**config.mk**
```make
export PLATFORM = sky130hd
export DESIGN_NAME = bprl_constraint
export DESIGN_NICKNAME = d
export VERILOG_FILES = /design/src/hdl/bprl_pkg.sv /design/src/hdl/bprl_constraint.sv
export SDC_FILE = /design/constraint.sdc
export NUM_CORES = 1
export LEC_CHECK = 0
export BUFFER_PORTS_ARGS = -buffer_cell sky130_fd_sc_hd__buf_2
export CAP_MARGIN = 20
export CORE_UTILIZATION = 50
export DETAILED_ROUTE_END_ITERATION = 6
export GPL_TIMING_DRIVEN = 0
export PLACE_DENSITY = 0.85
export SETUP_SLACK_MARGIN = 0.15
export SYNTH_ARGS = -nofsm -noshare
export SYNTH_HDL_FRONTEND = slang
export SYNTH_SLANG_ARGS = --single-unit
```
**constraint.sdc**
```tcl
create_clock -name vclk -period 14.88
set_clock_uncertainty 0.2 [all_clocks]
set_input_delay 2.976 -clock vclk [all_inputs]
set_output_delay 2.976 -clock vclk [all_outputs]
set_load 0.005 [all_outputs]
```
**src/hdl/bprl_pkg.sv**
```systemverilog
package bprl_pkg;

    // power range that every commanded power is saturated to
    localparam int POWER_WIDTH = 32;

    // working width of the ramp bounds, wide enough for prev +/- delta
    localparam int SUM_W = (POWER_WIDTH + 1 > 40) ? POWER_WIDTH + 1 : 40;

    localparam logic signed [SUM_W-1:0] PWR_MAX =
        SUM_W'((longint'(1) <<< (POWER_WIDTH - 1)) - longint'(1));
    localparam logic signed [SUM_W-1:0] PWR_MIN = -PWR_MAX - SUM_W'(1);

    // configuration port
    localparam int CFG_ADDR_W = 3;
    localparam int CFG_DATA_W = 31;

    localparam logic [CFG_ADDR_W-1:0] REG_MAX_CHARGE_POWER    = 3'd0;
    localparam logic [CFG_ADDR_W-1:0] REG_MAX_DISCHARGE_POWER = 3'd1;
    localparam logic [CFG_ADDR_W-1:0] REG_MIN_CHARGE_LEVEL    = 3'd2;
    localparam logic [CFG_ADDR_W-1:0] REG_MAX_CHARGE_LEVEL    = 3'd3;
    localparam logic [CFG_ADDR_W-1:0] REG_MAX_RAMP_RATE       = 3'd4;
    localparam logic [CFG_ADDR_W-1:0] REG_MIN_TEMPERATURE     = 3'd5;
    localparam logic [CFG_ADDR_W-1:0] REG_MAX_TEMPERATURE     = 3'd6;

    // reason codes
    localparam logic [3:0] RSN_WITHIN       = 4'd0;
    localparam logic [3:0] RSN_TEMP         = 4'd1;
    localparam logic [3:0] RSN_FULL         = 4'd2;
    localparam logic [3:0] RSN_EMPTY        = 4'd3;
    localparam logic [3:0] RSN_CHARGEMAX    = 4'd4;
    localparam logic [3:0] RSN_DISCHARGEMAX = 4'd5;
    localparam logic [3:0] RSN_RAMPBLOCKED  = 4'd6;
    localparam logic [3:0] RSN_RAMPDOWN     = 4'd7;
    localparam logic [3:0] RSN_RAMPUP       = 4'd8;
    localparam logic [3:0] RSN_NEGDT        = 4'd9;

    // status codes
    localparam logic [1:0] ST_OK      = 2'd0;
    localparam logic [1:0] ST_LIMITED = 2'd1;
    localparam logic [1:0] ST_NEGDT   = 2'd2;

    // mode codes
    localparam logic [1:0] MODE_IDLE      = 2'd0;
    localparam logic [1:0] MODE_DISCHARGE = 2'd1;
    localparam logic [1:0] MODE_CHARGE    = 2'd2;

    // reciprocals of 125 for x / 1000 = (x >> 3) / 125
    localparam int DIV1_K = 35;
    localparam int DIV2_K = 37;
    localparam logic [28:0] DIV1_M = 29'(((64'd1 << DIV1_K) + 64'd124) / 64'd125);
    localparam logic [30:0] DIV2_M = 31'(((64'd1 << DIV2_K) + 64'd124) / 64'd125);
    localparam logic [9:0]  MS_PER_S = 10'd1000;

    typedef struct packed {
        logic        [30:0] max_charge_power;
        logic        [30:0] max_discharge_power;
        logic        [13:0] min_charge_level;
        logic        [13:0] max_charge_level;
        logic        [30:0] max_ramp_rate;
        logic signed [14:0] min_temperature;
        logic signed [14:0] max_temperature;
    } cfg_t;

    typedef struct packed {
        logic signed [31:0] pow;
        logic        [3:0]  reason;
        logic        [1:0]  status;
    } cons_t;

    typedef struct packed {
        cons_t              cons;
        logic               has_prev;
        logic               neg_dt;
        logic               ramp_zero;
        logic signed [31:0] prev;
    } item_t;

    function automatic logic signed [SUM_W-1:0] sat_power(input logic signed [SUM_W-1:0] v);
        logic signed [SUM_W-1:0] r;
        if (v > PWR_MAX) begin
            r = PWR_MAX;
        end else if (v < PWR_MIN) begin
            r = PWR_MIN;
        end else begin
            r = v;
        end
        return r;
    endfunction

endpackage

```
**src/hdl/bprl_constraint.sv**
```systemverilog
module bprl_constraint (
    input  bprl_pkg::cfg_t      cfg,
    input  logic [13:0]         charge_level,
    input  logic signed [14:0]  temperature,
    input  logic signed [31:0]  target_power,
    output bprl_pkg::cons_t     cons
);

    logic signed [33:0] req_x;
    logic signed [33:0] chg_lim;
    logic signed [33:0] dis_lim;
    logic               req_neg;
    logic               req_pos;

    assign req_x   = 34'(target_power);
    assign chg_lim = -$signed({3'b000, cfg.max_charge_power});
    assign dis_lim = $signed({3'b000, cfg.max_discharge_power});
    assign req_neg = target_power[31];
    assign req_pos = !target_power[31] && (target_power != 32'sd0);

    // checks in priority order
    always_comb begin
        cons.status = bprl_pkg::ST_LIMITED;
        if (temperature < cfg.min_temperature || temperature > cfg.max_temperature) begin
            cons.pow    = 32'sd0;
            cons.reason = bprl_pkg::RSN_TEMP;
        end else if (req_neg && charge_level >= cfg.max_charge_level) begin
            cons.pow    = 32'sd0;
            cons.reason = bprl_pkg::RSN_FULL;
        end else if (req_pos && charge_level <= cfg.min_charge_level) begin
            cons.pow    = 32'sd0;
            cons.reason = bprl_pkg::RSN_EMPTY;
        end else if (req_x < chg_lim) begin
            cons.pow    = $signed(chg_lim[31:0]);
            cons.reason = bprl_pkg::RSN_CHARGEMAX;
        end else if (req_x > dis_lim) begin
            cons.pow    = $signed(dis_lim[31:0]);
            cons.reason = bprl_pkg::RSN_DISCHARGEMAX;
        end else begin
            cons.pow    = target_power;
            cons.reason = bprl_pkg::RSN_WITHIN;
            cons.status = bprl_pkg::ST_OK;
        end
    end

endmodule

```
### Yosys cells after proc, flatten, opt, wreduce, memory -nomap -nowiden

Cells that the tools add are included.
W data, S select, Z words.

| storage, ports and cells | value |
|---|---|
| bits in registers | 0 |
| input bits | 212 |
| output and inout port bits | 38 |
| logic and storage cells | 23 |
| memories kept | 0 |
| latch bits | 0 |
| RAM bits | 0 |
| bits in read-only memories | 0 |

| cells by class | value |
|---|---|
| divide/modulo/power cells | 0 |
| order comparisons | 6 |
| add/sub/neg operators | 1 |
| bitwise gates (word level) | 0 |
| reductions and logical operators | 6 |
| multiplexer cells | 10 |
| eq/ne operators | 0 |
| $mul | 0 |
| shifts and indexed selects | 0 |

Operators with widths:

| kind | count |
|---|---|
| $mux W36 | 5 |
| $lt A32 B34 Y1 | 1 |
| $neg A31 Y34 | 1 |
| $gt A32 B32 Y1 | 1 |
| $reduce_bool A32 Y1 | 1 |
| $gt A15 B15 Y1 | 1 |
| $lt A15 B15 Y1 | 1 |
| $ge A14 B14 Y1 | 1 |
| $le A14 B14 Y1 | 1 |
| $mux W1 | 5 |
| $logic_and A1 B1 Y1 | 3 |
| $logic_not A1 Y1 | 1 |
| $logic_or A1 B1 Y1 | 1 |

### Longest topological paths before layout

| logic depth | value |
|---|---|
| depth in word-level cells | 6 |
| depth in mapped cells | 19 |
| gate-level depth less buffers | 15 |

### Worst setup path after synthesis

Ideal clock, no wire load.

| timing | value |
|---|---|
| kind | input to output |
| from | input cfg[132] (netlist bit) |
| to | output cons[0] (netlist bit) |
| arrival | 7,129 ps |
| slack | 4,575 ps |
| data required time | 11,704 ps |
| stages | 16 |
| buffers on the path | 3 |
| cell sequence | or4_4 > or3_1 > buf_2 > or4_1 > nor3_1 > xor2_1 > ha_1 > a21o_1 > a21oi_1 > o21ai_0 > a2111oi_0 > mux2i_1 > or2_2 > clkbuf_1 > clkbuf_1 > nand4_1 |

RTL lines:

| item | line | text |
|---|---|---|
| start: declaration | bprl_constraint.sv:2 | `input bprl_pkg::cfg_t cfg,` |
| end: declaration | bprl_constraint.sv:6 | `output bprl_pkg::cons_t cons` |

==> impl_metrics.toml <==
[power]
leakage_nw = 3.32
p_total_mw = 0.162
power_density_nw_per_um2 = 27.8
vdd.ir_drop.worst_mv = 0.0150

[sta]
fin_crit_ns = 11.50
slew_violations = 0
min_period_over_period_pct = 77.3
final_hold_viol_count = 0
timing.fmax_ghz = 0.0870
tightest_slew_ns = 0.853
tns_ns = 0
setup-violations-final = 0
relSlewSlack_pct = 42.6
rsz0062_at_grt = "false"

[detailed_routing]
post-route-drc-count = 15
wl_met2_um = 6630
ant_nets = 0
wl_per_cell_um = 14.3
vias = 5437
drt_iter0_drc = 169
vias_per_cell = 5.66
top_layer = "met4"
wl_met3_um = 863
wirelength_um = 13700
met1_length_um = 5870
firstDrtPassIters = 7

[cells_and_area]
n_clock_buffer = 0
nNetsFinal = 1188
fin_util_pct = 66.1
syn2layout_area_growth_pct = 26.7
flops_and_latches = 0
layout_common_cells = "buf_2 (220), ha_1 (122), inv_1 (96), a21oi_1 (44), a211oi_1 (35)"
drive_gt1_share_pct = 26.6
mostFrequentLayoutCell = "buf_2"
seq_area_um2 = 0
num_antenna_cells = 0

[status]
status = "finished with violations"
violations = "design-rule violations"

[global_routing]
grt_max_degree = 11
antenna_found_initial = 0
grt_pass1_vias = 5287
grt_pass1_wl_um = 22700
grt_overflow = 0
grt_usage_pct = 27.7

[clocking]
post_cts_buffers = 0
cts_resized = 0
holdBufCountCts = 0

[logic_synthesis]
synth.yosys.warnings = 0
synth_xor_xnor_area_share_pct = 5.34
netlist_instances = 634
synth.cell_area_um2 = 4600
synth_simple_gate_area_share_pct = 23.6
avgSynthCellArea_um2 = 7.25
seq_area_frac_synth_pct = 0
yosys.area_share.adder_pct = 33.2
synth_top_cell_area_share_pct = 33.2
synth_mux_area_share_pct = 6.97
synth.distinct_cells = 55
synth_top_area_cell = "ha_1"
synth_area_leaders = "ha_1 (33%), inv_1 (7.8%), mux2i_1 (7.0%)"
synth_top_family_by_area = "adder cells"
synth-compound-area-share_pct = 20.9

[floorplan]
ios = 250
die_area_um2 = 9580
die_y_um = 97.9
std_cell_rows = 34
initial_core_util_pct = 52.2
core-area_um2 = 8810
die_w_um = 97.9

[critical_path]
cp.arrival_ns = 8.32
cp_top_family = "simple AND/OR/NAND/NOR gates"
cp_num_buf_inv = 5
critical_path_class = "in -> out"
critPathSlowestCell = "nor4_1"
critPathCaptureType = "primary output"
crit_path_max_incr_delay_ns = 0.74
cpMostUsedCell = "buf_2"
critical_path.cell_chain = "buf_2 -> or4_4 -> or3_1 -> buf_2 -> nor4_1 -> nand2b_1 -> xnor2_1 -> ha_1 -> and4_1 -> nand2_1 -> o21ai_0 -> a2111oi_0 -> mux2i_1 -> or2_2 -> clkbuf_1 -> clkbuf_1 -> a211oi_1 -> buf_2"
path_max_fanout = 10
worstPathRequired_ns = 11.70
critPathLaunchType = "input pin"

[placed_design]
dp_hpwl_um = 12000
port_buffers = 217
gp_congestion = 0.897

[worst_hold_path]
hold_path_class = "in -> out"

[flow_run]
drv_cap = 0
area by class of cell:
cell class	count	area (µm²)
multi-input cells	517	4150
fillers	820	2990
plain buffers	22	93.8
inverters	96	360
well taps	108	135
repair buffers	217	1090
metrics by stage:
step / hold slack [ns] / area, µm² / worst slack, ns / cells
after floorplan: 5.87 / 4600 / 4.57 / 635
after global placement: 6.17 / 5820 / 3.43 / 960
after detailed placement: 6.17 / 5820 / 3.36 / 960
after CTS: 6.18 / 5820 / 3.34 / 960
after global routing: 6.20 / 5820 / 2.83 / 960
final: 6.17 / 5820 / 3.38 / 960
report_power, final:
group | switching [mW] | internal, mW | leakage [nW]
Sequential | 0 | 0 | 0
Clock | 0 | 0 | 0
Combinational | 0.0884 | 0.0736 | 3.32
Total | 0.0884 | 0.0736 | 3.32
cells in the mapped netlist (all sizes together), types with 2 or more instances:
cell	count
a2111oi	2
o211ai	7
nor2	20
nor3b	29
a41oi	2
nand3	8
and2	5
a211oi	35
o211a	2
and4	4
nor2b	7
mux2i	32
o21a	2
clkbuf	16
xnor2	12
nand2b	7
ha	122
o21bai	2
o21ai	27
or4	5
buf	6
o31ai	2
a211o	4
nor3	20
or3	6
xor2	16
nand2	32
nand4	19
nand4b	3
a21oi	44
a21o	8
inv	96
nor4	15
metal layers:
layer | vias to the layer above | global-route usage, %
li1 | 2775 | -
met1 | 2436 | 33.9
met2 | 200 | 52.1
met3 | 26 | 1.72
met4 | 0 | 6.76
met5 | - | 0
final timing paths:
path / from / endpoint / slack [ns] / cells after the start
setup / recovery: cfg[132] / cons[9] / 3.38 / 18
hold / removal: cfg[114] / cons[31] / 6.17 / 4
tightest hold or removal path: cells and delay by family:
family	cells	cell delay, ns
buffers and inverters	2	0.23
AO/OA/AOI/OAI	1	0.08
multiplexers	1	0.11
logic make-up after synthesis:
family                     count (synthesis)
AOI/OAI and AO/OA                        148
buffers and inverters                    118
muxes                                     32
adders and majority gates                122
xor gates and xnor gates                  28
other                                      1
and+or+nand+nor                          185
(Power assumes the default switching activity.)
